### src/assert_macros.svh
// Assertion helpers shared by the calendar clock modules.
`ifndef ASSERT_MACROS_SVH
`define ASSERT_MACROS_SVH

// Holds at every clock edge outside reset.
`define ASSERT_RST(lbl, clk, rst_n, prop, msg) \
    lbl: assert property (@(posedge clk) disable iff (!rst_n) (prop)) else $error(msg);

// The condition in one cycle implies the result in the next one.
`define ASSERT_NEXT(lbl, clk, rst_n, pre, post, msg) \
    lbl: assert property (@(posedge clk) disable iff (!rst_n) (pre) |=> (post)) else $error(msg);

`endif

### src/ccc_pkg.sv
`timescale 1ns / 1ps
// ----------------------------------------------------------------------------
// ccc_pkg
// Types, constants and the month-length table of the calendar clock counter.
// ----------------------------------------------------------------------------
package ccc_pkg;

    typedef struct packed {
        logic        mode;
        logic [13:0] new_year;
        logic [8:0]  new_day_of_year;
        logic [4:0]  new_hour;
        logic [5:0]  new_minute;
    } t_in_item;

    typedef struct packed {
        logic [5:0]  second;
        logic [5:0]  minute;
        logic [4:0]  hour;
        logic [8:0]  day_of_year;
        logic [13:0] year;
        logic        is_leap;
        logic [3:0]  month;
        logic [4:0]  day_of_month;
        logic        refresh_display;
    } t_out_item;

    typedef struct packed {
        logic load;
        logic leap_quot;
        logic leap_eval;
        logic month_step;
        logic emit;
    } t_ctrl_cmd;

    typedef struct packed {
        logic month_done;
        logic out_free;
    } t_dp_status;

    localparam logic        MODE_TICK = 1'b0;
    localparam logic        MODE_SET  = 1'b1;

    localparam logic [2:0]  DM_MIN_SEC    = 3'd0;
    localparam logic [2:0]  DM_HOUR_MIN   = 3'd1;
    localparam logic [2:0]  DM_DAY_MONTH  = 3'd2;
    localparam logic [2:0]  DM_YEAR       = 3'd3;

    localparam logic        REG_DISPLAY_MODE = 1'b0;

    localparam logic [6:0]  SEC_PER_MIN   = 7'd60;
    localparam logic [6:0]  MIN_PER_HOUR  = 7'd60;
    localparam logic [5:0]  HOUR_PER_DAY  = 6'd24;
    localparam logic [9:0]  DAYS_NORMAL   = 10'd365;
    localparam logic [13:0] YEAR_LAST     = 14'd9999;
    localparam logic [12:0] RECIP_25      = 13'd5243;
    localparam logic [3:0]  LAST_MONTH    = 4'd11;
    localparam logic [4:0]  DAY_MAX       = 5'd31;

    localparam logic [8:0]  RST_YDAY      = 9'd283;
    localparam logic [13:0] RST_YEAR      = 14'd2020;

    function automatic logic [4:0] month_len(input logic [3:0] m, input logic leap);
        logic [4:0] len;
        begin
            case (m)
                4'd0:    len = 5'd31;
                4'd1:    len = leap ? 5'd29 : 5'd28;
                4'd2:    len = 5'd31;
                4'd3:    len = 5'd30;
                4'd4:    len = 5'd31;
                4'd5:    len = 5'd30;
                4'd6:    len = 5'd31;
                4'd7:    len = 5'd31;
                4'd8:    len = 5'd30;
                4'd9:    len = 5'd31;
                4'd10:   len = 5'd30;
                default: len = 5'd31;
            endcase
            return len;
        end
    endfunction

endpackage

### src/ccc_ctrl.sv
`timescale 1ns / 1ps
// ----------------------------------------------------------------------------
// ccc_ctrl
// Sequencer of the calendar clock: accepts an item, runs the leap check and
// the month walk, and hands the result to the output register.
// ----------------------------------------------------------------------------
`include "assert_macros.svh"

module ccc_ctrl
    import ccc_pkg::*;
(
    input  logic       i_clk,
    input  logic       i_rst_n,
    input  logic       i_in_valid,
    output logic       o_in_stall,
    input  t_dp_status i_status,
    output t_ctrl_cmd  o_cmd
);

    typedef enum logic [4:0] {
        S_IDLE  = 5'b00001,
        S_LEAPQ = 5'b00010,
        S_LEAPR = 5'b00100,
        S_MONTH = 5'b01000,
        S_EMIT  = 5'b10000
    } t_state;

    t_state r_state;
    t_state n_state;

    always_comb begin
        n_state = r_state;
        o_cmd   = '0;
        unique case (r_state)
            S_IDLE: begin
                if (i_in_valid) begin
                    o_cmd.load = 1'b1;
                    n_state    = S_LEAPQ;
                end
            end
            S_LEAPQ: begin
                o_cmd.leap_quot = 1'b1;
                n_state         = S_LEAPR;
            end
            S_LEAPR: begin
                o_cmd.leap_eval = 1'b1;
                n_state         = S_MONTH;
            end
            S_MONTH: begin
                if (i_status.month_done) begin
                    n_state = S_EMIT;
                end else begin
                    o_cmd.month_step = 1'b1;
                end
            end
            S_EMIT: begin
                if (i_status.out_free) begin
                    o_cmd.emit = 1'b1;
                    n_state    = S_IDLE;
                end
            end
            default: begin
                n_state = S_IDLE;
            end
        endcase
    end

    always_ff @(posedge i_clk) begin
        if (!i_rst_n) begin
            r_state <= S_IDLE;
        end else begin
            r_state <= n_state;
        end
    end

    assign o_in_stall = (r_state != S_IDLE);

    `ASSERT_NEXT(a_accept_to_leap, i_clk, i_rst_n, i_in_valid && !o_in_stall, r_state == S_LEAPQ, "accepted item did not start the leap check")
    `ASSERT_NEXT(a_leap_to_walk, i_clk, i_rst_n, r_state == S_LEAPR, r_state == S_MONTH, "leap check did not lead to the month walk")
    `ASSERT_NEXT(a_emit_to_idle, i_clk, i_rst_n, r_state == S_EMIT && i_status.out_free, r_state == S_IDLE && !o_in_stall, "controller did not return to idle after handing off")

endmodule

### src/ccc_datapath.sv
`timescale 1ns / 1ps
// ----------------------------------------------------------------------------
// ccc_datapath
// Time counters with carry chain, leap-year check by reciprocal multiply,
// one-entry-per-cycle month walk, and the output register.
// ----------------------------------------------------------------------------
`include "assert_macros.svh"

module ccc_datapath
    import ccc_pkg::*;
(
    input  logic       i_clk,
    input  logic       i_rst_n,
    input  t_in_item   i_in_item,
    input  logic [2:0] i_display_mode,
    input  t_ctrl_cmd  i_cmd,
    output t_dp_status o_status,
    output logic       o_out_valid,
    input  logic       i_out_stall,
    output t_out_item  o_out_item
);

    logic [5:0]  r_sec;
    logic [5:0]  r_min;
    logic [4:0]  r_hour;
    logic [8:0]  r_yday;
    logic [13:0] r_year;
    logic        r_leap;
    logic        r_refresh;
    logic [9:0]  r_quot;
    logic [9:0]  r_d;
    logic [3:0]  r_m;
    logic        r_out_valid;
    t_out_item   r_out;

    logic [5:0]  n_sec;
    logic [5:0]  n_min;
    logic [4:0]  n_hour;
    logic [8:0]  n_yday;
    logic [13:0] n_year;
    logic        n_refresh;

    logic [6:0]  w_sec_inc;
    logic [6:0]  w_min_inc;
    logic [5:0]  w_hour_inc;
    logic [9:0]  w_yday_inc;
    logic        w_sec_wrap;
    logic        w_min_wrap;
    logic        w_hour_wrap;
    logic        w_yday_wrap;
    logic [26:0] w_prod;
    logic [13:0] w_quot25;
    logic        w_div25;
    logic [4:0]  w_len;

    assign w_sec_inc   = {1'b0, r_sec} + 7'd1;
    assign w_min_inc   = {1'b0, r_min} + 7'd1;
    assign w_hour_inc  = {1'b0, r_hour} + 6'd1;
    assign w_yday_inc  = {1'b0, r_yday} + 10'd1;
    assign w_sec_wrap  = (w_sec_inc >= SEC_PER_MIN);
    assign w_min_wrap  = (w_min_inc >= MIN_PER_HOUR);
    assign w_hour_wrap = (w_hour_inc >= HOUR_PER_DAY);
    assign w_yday_wrap = (w_yday_inc >= (DAYS_NORMAL + {9'd0, r_leap}));

    always_comb begin
        n_sec     = r_sec;
        n_min     = r_min;
        n_hour    = r_hour;
        n_yday    = r_yday;
        n_year    = r_year;
        n_refresh = 1'b0;
        if (i_in_item.mode == MODE_SET) begin
            n_year = i_in_item.new_year;
            n_yday = i_in_item.new_day_of_year;
            n_hour = i_in_item.new_hour;
            n_min  = i_in_item.new_minute;
            n_sec  = '0;
        end else begin
            n_sec = w_sec_wrap ? 6'd0 : w_sec_inc[5:0];
            if (w_sec_wrap) begin
                n_min = w_min_wrap ? 6'd0 : w_min_inc[5:0];
                if (w_min_wrap) begin
                    n_hour = w_hour_wrap ? 5'd0 : w_hour_inc[4:0];
                    if (w_hour_wrap) begin
                        n_yday = w_yday_wrap ? 9'd0 : w_yday_inc[8:0];
                        if (w_yday_wrap) begin
                            n_year = (r_year >= YEAR_LAST) ? 14'd0 : r_year + 14'd1;
                        end
                    end
                end
            end
            case (i_display_mode)
                DM_MIN_SEC:   n_refresh = 1'b1;
                DM_HOUR_MIN:  n_refresh = w_sec_wrap;
                DM_DAY_MONTH: n_refresh = w_sec_wrap && w_min_wrap && w_hour_wrap;
                DM_YEAR:      n_refresh = w_sec_wrap && w_min_wrap && w_hour_wrap
                                          && w_yday_wrap;
                default:      n_refresh = 1'b0;
            endcase
        end
    end

    // A year is a multiple of 25 exactly when it equals 25 times its scaled quotient.
    assign w_prod   = {13'd0, r_year} * {14'd0, RECIP_25};
    assign w_quot25 = 14'({r_quot, 4'b0000}) + 14'({r_quot, 3'b000}) + 14'(r_quot);
    assign w_div25  = (w_quot25 == r_year);

    assign w_len = month_len(r_m, r_leap);

    assign o_status.month_done = (r_m == LAST_MONTH) || (r_d <= {5'd0, w_len});
    assign o_status.out_free   = !r_out_valid || !i_out_stall;

    always_ff @(posedge i_clk) begin
        if (!i_rst_n) begin
            r_sec  <= '0;
            r_min  <= '0;
            r_hour <= '0;
            r_yday <= RST_YDAY;
            r_year <= RST_YEAR;
            r_leap <= 1'b1;
        end else if (i_cmd.load) begin
            r_sec  <= n_sec;
            r_min  <= n_min;
            r_hour <= n_hour;
            r_yday <= n_yday;
            r_year <= n_year;
        end else if (i_cmd.leap_eval) begin
            r_leap <= (r_year[1:0] == 2'b00) && (!w_div25 || (r_year[3:2] == 2'b00));
        end
    end

    always_ff @(posedge i_clk) begin
        if (i_cmd.load) begin
            r_refresh <= n_refresh;
        end
        if (i_cmd.leap_quot) begin
            r_quot <= w_prod[26:17];
        end
        if (i_cmd.leap_eval) begin
            r_d <= {1'b0, r_yday} + 10'd1;
            r_m <= '0;
        end else if (i_cmd.month_step) begin
            r_d <= r_d - {5'd0, w_len};
            r_m <= r_m + 4'd1;
        end
        if (i_cmd.emit) begin
            r_out.second          <= r_sec;
            r_out.minute          <= r_min;
            r_out.hour            <= r_hour;
            r_out.day_of_year     <= r_yday;
            r_out.year            <= r_year;
            r_out.is_leap         <= r_leap;
            r_out.month           <= r_m + 4'd1;
            r_out.day_of_month    <= (r_d > {5'd0, DAY_MAX}) ? DAY_MAX : r_d[4:0];
            r_out.refresh_display <= r_refresh;
        end
    end

    always_ff @(posedge i_clk) begin
        if (!i_rst_n) begin
            r_out_valid <= 1'b0;
        end else if (i_cmd.emit) begin
            r_out_valid <= 1'b1;
        end else if (!i_out_stall) begin
            r_out_valid <= 1'b0;
        end
    end

    assign o_out_valid = r_out_valid;
    assign o_out_item  = r_out;

    `ASSERT_NEXT(a_emit_shows, i_clk, i_rst_n, i_cmd.emit, o_out_valid, "handed-off result is not shown")
    `ASSERT_RST(a_month_range, i_clk, i_rst_n, !r_out_valid || (r_out.month >= 4'd1 && r_out.month <= 4'd12 && r_out.day_of_month != 5'd0), "month or day of month out of range")
    `ASSERT_RST(a_second_range, i_clk, i_rst_n, !r_out_valid || r_out.second < 6'd60, "seconds out of range")

endmodule

### src/calendar_clock_counter.sv
`timescale 1ns / 1ps
// An accepted item passes the leap quotient, leap evaluation, month walk and emit states before
// its result is registered; the month walk visits one table entry per cycle and takes k steps,
// k being the zero-based month (0..11). An item is accepted while the previous result still waits
// in the output register. Reset (synchronous, active low): 00:00:00 on day 283 of 2020, leap flag
// set, display mode 0, no result pending.
// ----------------------------------------------------------------------------
// calendar_clock_counter
// Real-time clock and calendar with Gregorian leap rule, month and day of
// month lookup, display refresh pulse, and an APB-style mode register.
// ----------------------------------------------------------------------------
module calendar_clock_counter
    import ccc_pkg::*;
(
    input  logic        i_clk,
    input  logic        i_rst_n,
    input  logic        i_in_valid,
    output logic        o_in_stall,
    input  t_in_item    i_in_item,
    output logic        o_out_valid,
    input  logic        i_out_stall,
    output t_out_item   o_out_item,
    input  logic        psel,
    input  logic        penable,
    input  logic        pwrite,
    input  logic [2:0]  paddr,
    input  logic [31:0] pwdata,
    output logic [31:0] prdata,
    output logic        pready
);

    logic [2:0]  r_display_mode;
    logic        w_reg_hit;
    t_ctrl_cmd   w_cmd;
    t_dp_status  w_status;

    assign pready    = 1'b1;
    assign w_reg_hit = (paddr[2] == REG_DISPLAY_MODE);

    always_ff @(posedge i_clk) begin
        if (!i_rst_n) begin
            r_display_mode <= DM_MIN_SEC;
        end else if (psel && penable && pwrite && pready && w_reg_hit) begin
            r_display_mode <= pwdata[2:0];
        end
    end

    assign prdata = w_reg_hit ? {29'd0, r_display_mode} : 32'd0;

    ccc_ctrl u_ctrl (
        .i_clk      (i_clk),
        .i_rst_n    (i_rst_n),
        .i_in_valid (i_in_valid),
        .o_in_stall (o_in_stall),
        .i_status   (w_status),
        .o_cmd      (w_cmd)
    );

    ccc_datapath u_datapath (
        .i_clk          (i_clk),
        .i_rst_n        (i_rst_n),
        .i_in_item      (i_in_item),
        .i_display_mode (r_display_mode),
        .i_cmd          (w_cmd),
        .o_status       (w_status),
        .o_out_valid    (o_out_valid),
        .i_out_stall    (i_out_stall),
        .o_out_item     (o_out_item)
    );

endmodule
### config.mk
export PLATFORM = sky130hd
export DESIGN_NAME = calendar_clock_counter
export DESIGN_NICKNAME = d
export VERILOG_FILES = /design/src/ccc_pkg.sv /design/src/ccc_ctrl.sv /design/src/ccc_datapath.sv /design/src/calendar_clock_counter.sv
export VERILOG_INCLUDE_DIRS = /design/src /design/src/src
export SDC_FILE = /design/constraint.sdc
export NUM_CORES = 1
export LEC_CHECK = 0
export ABC_AREA = 0
export BUFFER_PORTS_ARGS = -buffer_cell sky130_fd_sc_hd__buf_2
export CAP_MARGIN = 20
export CORE_ASPECT_RATIO = 2
export CORE_UTILIZATION = 50
export CTS_BUF_LIST = sky130_fd_sc_hd__clkbuf_8
export CTS_CLUSTER_DIAMETER = 120
export DETAILED_ROUTE_END_ITERATION = 7
export GPL_TIMING_DRIVEN = 0
export PLACE_DENSITY = 0.7
export SLEW_MARGIN = 20
export SYNTH_ARGS = -nofsm -noshare
export SYNTH_HDL_FRONTEND = slang
export SYNTH_SLANG_ARGS = --single-unit
### constraint.sdc
create_clock -name i_clk -period 5.5 [get_ports i_clk]
set_input_delay 0 -clock i_clk [delete_from_list [all_inputs] [get_ports i_clk]]
set_output_delay 0 -clock i_clk [all_outputs]
set_load 0.05 [all_outputs]
# == Word-level counts from Yosys, hierarchy flattened ==
# Index checks and enable logic that the tools add are counted.
# classes
order_cmp,7
n_eq_ne,20
bitwise,2
mul,1
n_mux,40
n_reduce_logical,28
n_addsub,10
# op_table
op,n
14-bit two-way mux,6
9-bit two-way mux,5
5-bit two-way mux,7
6-bit two-way mux,5
14-bit by 13-bit multiplier with 27-bit output (second input constant),1
5-bit one-hot mux with 5 select lines,1
10-bit two-way mux,2
14-bit by 1-bit adder with 14-bit output (second input constant),1
14-bit by 10-bit adder with 14-bit output,1
14-bit by 13-bit adder with 14-bit output,1
6-bit by 1-bit adder with 7-bit output (second input constant),2
14-bit equality test,1
14-bit greater-or-equal comparator (second input constant),1
7-bit by 6-bit greater-or-equal comparator with 1-bit output (second input constant),2
4-bit equality test (second input constant),3
1-bit two-way mux,11
9-bit by 1-bit adder with 10-bit output (first input constant),1
9-bit by 1-bit adder with 10-bit output (second input constant),1
10-bit greater-or-equal comparator,1
10-bit by 5-bit greater-than comparator with 1-bit output (second input constant),1
10-bit by 5-bit less-or-equal comparator with 1-bit output,1
5-bit one-hot mux with 2 select lines,1
2-bit nonzero test,5
10-bit by 5-bit subtractor with 10-bit output,1
other kinds (29),46
# totals
input_bits,77
wordCells,130
register_bits,126
out_inout_bits,86

# == Logic depth before layout (Yosys ltp) ==
# depth
word_depth,9
ltp_mapped,17
mapped_depth_nobuf,17

# == By module ==
# A second synthesis with hierarchy kept.
# unflattened
cells_unflattened,1022
hier_area_um2,10368.7
# modules_own_cells
mod,area_per_inst_um2,cells_each,instances
ccc_datapath,9653.0,937,1
calendar_clock_counter,386.6,49,1
ccc_ctrl,329.1,36,1

# == Worst setup path before layout ==
# No wires, ideal clock.
# synth_timing
path_kind,register to register
start,reg u_datapath.r_year[4]
end,reg u_datapath.r_quot[6] (data pin)
t_required_ps,5363
arrival_ps,4823
path_slack_ps,539
synth_period_minus_slack_ps,4961
n_path_buf,0
stages_incl_launch_ff,17
cell_sequence,dfxtp_1 > inv_1 > fa_1 > inv_1 > ha_1 > fa_1 > inv_1 > fa_1 > fa_1 > inv_1 > ha_1 > and4_1 > a31oi_1 > o211ai_1 > o41a_1 > or4_1 > nand4_1
# synth_between
elab_chain_len,1
# synth_lines
element,line_no,text
from (decl),ccc_datapath.sv:27,logic [13:0] r_year;
from (signal assigned),ccc_datapath.sv:126,r_year <= n_year;
14-bit by 13-bit multiplier with 27-bit output,ccc_datapath.sv:104,"assign w_prod = {13'd0, r_year} * {14'd0, RECIP_25};"
named net u_datapath.w_prod[23],ccc_datapath.sv:51,logic [26:0] w_prod;
to (signal assigned),ccc_datapath.sv:137,r_quot <= w_prod[26:17];
to (decl),ccc_datapath.sv:30,logic [9:0] r_quot;
# The timed path passes the listed nets, and every way through them passes these cells.
# A chain may end at the register's enable or synchronous reset.

# == Worst setup path in the final report ==
# layout_timing
start,reg u_datapath.r_year[6]
end,reg u_datapath.r_quot[6] (data pin)
# The elaborated chain is that of the path after synthesis.

==> run metrics <==
Mapped Area 10600 µm²; WS Path Type reg -> reg; Int Power 2540 µW; Seq/Total Area, Yosys 0.306; CP Max Fanout 9; drt wl/cell 17.8 µm; Yosys cell types 85; CTS root buf clkbuf_8; CP max stage cell fa_1; largest family of logic cells by synthesized area adder cells; die footprint 21800 µm²; Hold Crit Class in -> reg; Setup Viol. Count Final 0; mux cell area share after synthesis 0.00662; initial core utilization 0.508; CP startpoint kind register; Post-synth EDFFs 72; Metal-1 WL 8560 µm; Seq pwr share 0.258; flops & latches, synth 126; Power Dens Cells 360 nW/µm²; warnings from Yosys 0; max-cap violations 0; area share of xor/xnor cells in the synthesized design 0.0497; Cell Chain, Critical Path inv_1, fa_1, inv_1, ha_1, fa_1, inv_1, fa_1, fa_1, inv_1, ha_1, and4_1, a31oi_1, o211ai_1, o41a_1, or4_1, nand4_1; wirelength, routed 26900 µm; Initial DRC Count 295; vias in the first global route 8651; initial antenna violation count 0; Max Used Layer met4; nets@finish 1519; Lkg Pwr 0.00555 µW; First-pass DRT Iterations 4; NetSw 1910 µW; clock slew at reported path FFs 0.07 ns; die width 105 µm; clock skew 0.00950 ns; switch share 0.429; Final period util 0.962; GP Congestion 0.900; final hold vios 0; Gate Count Post-Synth 1042; global-route wire length before repair 42700 µm; R2R Setup Slk 0.21 ns; Slew Viols, Final 0; simple-gate share of the synthesized area 0.116; Met3 Wirelength 903 µm; TritonCTS Sinks 126; Antenna Violating Nets Remaining 0; worst vdd rail ir drop 0.333 mV; maximum number of pins on one net before global-route repair 25; max incr delay on CP 0.55 ns; CTS buffer count 17; Worst-Skew Late Latency 0.47 ns; routed via count 8310; Die Span Y 208 µm; number of vias per cell 5.49; post-synth top area cell edfxtp_1; Worst-Margin Slew 0.740 ns; fmax 189 MHz; largest cells by area after synthesis edfxtp_1 (20%), ha_1 (17%), fa_1 (13%); CP bufs+invs 4; RSZ-0062 raised after global routing no; compound-gate portion of the synthesized area 0.130; Worst EP required 5.83 ns; Detailed Place HPWL 21700 µm; Synth top area share 0.204; CORE AREA 20800 µm²; CTS tree yes; delay-heaviest family, CP adder cells; ys async rst share 0; share of cells above drive strength 1 0.174; max_slew headroom 0.507; Worst EP arrival 5.62 ns; number of core rows 75; GRT overflow 0; Period minus WS final 5.29 ns; Clock Path Buffers 2; Area growth syn-to-layout 16.9%; Mean Syn Cell Area 10.2 µm²; status complete, no violations; postcts setup bufs 0; Layout fillers 1878; Global Route Usage Sum 0.260; setup TNS 0 ns; Gate power share 0.569; crit path capture type register; CTS HTree Levels 4; worst hold margin 0.0310 ns; metal2 WL 15500 µm; drt drc 0; Synth Flop Type edfxtp_1; PortBufs 101; Synth Area in Adders 0.300; clock share of power 0.173; I/O pin cnt 163
cell type report:
class	instances	area, µm²	area share
tap	269	337	0.0272
buffer	61	395	0.0320
inverter	149	564	0.0456
clock buffer	17	234	0.0189
timing repair buffer	142	951	0.0769
multi-input combinational	734	6500	0.525
antenna	1	2.50	0.000202
sequential	126	3260	0.264
clock inverter	15	131	0.0106
power groups by stage:
stage,clock network (µW),logic [µW],registers [µW]
2_1_floorplan,0,1910,1140
4_1_cts,784,2550,1150
3_3_place_gp,0,2450,1170
6_report,773,2540,1150
3_5_place_dp,0,2520,1170
5_1_grt,819,2880,1160
sequential cells by signal (all words and copies together) (netlist names):
register and count:
u_datapath.r_d 10, u_ctrl.r_state 5, u_datapath.r_quot 10, u_datapath.r_m 4, u_datapath.r_refresh 1, u_datapath.r_leap 1
u_datapath.o_out_valid 1, u_datapath.r_min 6, u_datapath.o_out_item 51, r_display_mode 3, u_datapath.r_hour 5, u_datapath.r_year 14
u_datapath.r_sec 6, u_datapath.r_yday 9
per-stage QoR:
step | setup WS (ns) | area [µm²] | total power [µW] | utilization | instances
floorplan | 0.539 | 10700 | 3060 | - | 1070
global placement | -0.0823 | 11500 | 3620 | 0.553 | 1440
detailed placement | -0.142 | 11600 | 3690 | 0.557 | 1442
CTS | 0.000212 | 12400 | 4490 | 0.593 | 1513
global route | 0.0158 | 12400 | 4860 | 0.594 | 1513
finish | 0.207 | 12400 | 4460 | 0.594 | 1514
worst reg2reg max path: stages, from the launching register on:
cell and delay [ns]:
dfxtp_2 0.48, inv_1 0.27, fa_1 0.55, inv_1 0.05
ha_1 0.22, fa_1 0.53, inv_1 0.05, fa_1 0.47
fa_1 0.55, inv_1 0.04, ha_1 0.34, and4_1 0.20
a31oi_1 0.22, o211ai_1 0.23, o41a_1 0.43, or4_1 0.42
nand4_1 0.11
cells in the mapped netlist (3+ instances only):
| library cell | number |
|---|---|
| a211oi_2 | 4 |
| xor2_1 | 15 |
| nand2_1 | 50 |
| or4_1 | 3 |
| nand4_1 | 13 |
| buf_4 | 34 |
| a22oi_1 | 10 |
| a21oi_1 | 46 |
| xnor2_1 | 45 |
| nor4_1 | 5 |
| o21ai_0 | 34 |
| nand3_1 | 23 |
| o21ai_1 | 4 |
| a32o_1 | 5 |
| a31oi_1 | 10 |
| o21a_1 | 8 |
| and3_1 | 5 |
| or2_2 | 3 |
| a21o_1 | 6 |
| nand2b_1 | 8 |
| clkbuf_1 | 17 |
| ha_1 | 140 |
| a221oi_1 | 8 |
| nor2_1 | 57 |
| a211oi_1 | 12 |
| a21boi_0 | 4 |
| edfxtp_1 | 72 |
| mux2i_1 | 7 |
| nor3_1 | 12 |
| and4_1 | 3 |
| nor3b_1 | 6 |
| or3_1 | 10 |
| o211ai_1 | 8 |
| o221ai_1 | 6 |
| nor2b_1 | 10 |
| fa_1 | 71 |
| buf_2 | 6 |
| dfxtp_1 | 54 |
| inv_1 | 148 |
placed cells by master, fill, tap and decap left out, types with 8 or more instances in the layout:
cell type / netlist / layout
clkbuf_8: 0 / 17
nand4_1: 13 / 13
a211oi_1: 12 / 12
ha_1: 140 / 140
nand2_1: 50 / 50
dfxtp_2: 0 / 9
a22oi_1: 10 / 10
xnor2_1: 45 / 45
conb_1: 2 / 30
dlygate4sd3_1: 0 / 39
o21a_1: 8 / 8
nand2b_1: 8 / 8
dfxtp_1: 54 / 43
buf_2: 6 / 107
a21oi_1: 46 / 45
fa_1: 71 / 71
nor3_1: 12 / 12
clkbuf_1: 17 / 17
or3_1: 10 / 10
xor2_1: 15 / 15
buf_4: 34 / 34
inv_1: 148 / 150
nor2_1: 57 / 57
o211ai_1: 8 / 8
a221oi_1: 8 / 8
nor2b_1: 10 / 10
nand3_1: 23 / 23
a31oi_1: 10 / 10
o21ai_0: 34 / 34
edfxtp_1: 72 / 72
cells by family after synthesis:
logic type | after synthesis
xor gates and xnor gates | 60
AOI/OAI and AO/OA | 195
muxes | 7
and+or+nand+nor | 231
adders and majority gates | 211
other | 2
buffers and inverters | 210
DFF | 126
per-layer routing:
metal,global-route usage,vias up
met3,0.0336,104
met4,0.201,0
met2,0.516,258
met1,0.224,4003
li1,-,3945
met5,0,-
path summary, 6_finish.rpt:
check / from / endpoint / cells after the start
setup / recovery: u_datapath.r_year[6] / u_datapath.r_quot[6] / 16
hold / removal: penable / r_display_mode[2] / 4
setup reg to reg: u_datapath.r_year[6] / u_datapath.r_quot[6] / 16
hold reg to reg: u_datapath.r_refresh / u_datapath.o_out_item[0] / 0
repair_timing:
| action | in CTS | in global routing |
|---|---|---|
| resized for setup | 7 | 6 |
| endpoints found under the setup margin | 3 | 3 |
| endpoints found under the hold margin | 51 | 0 |
| hold buffers | 39 | 0 |
(Power assumes the default switching activity.)
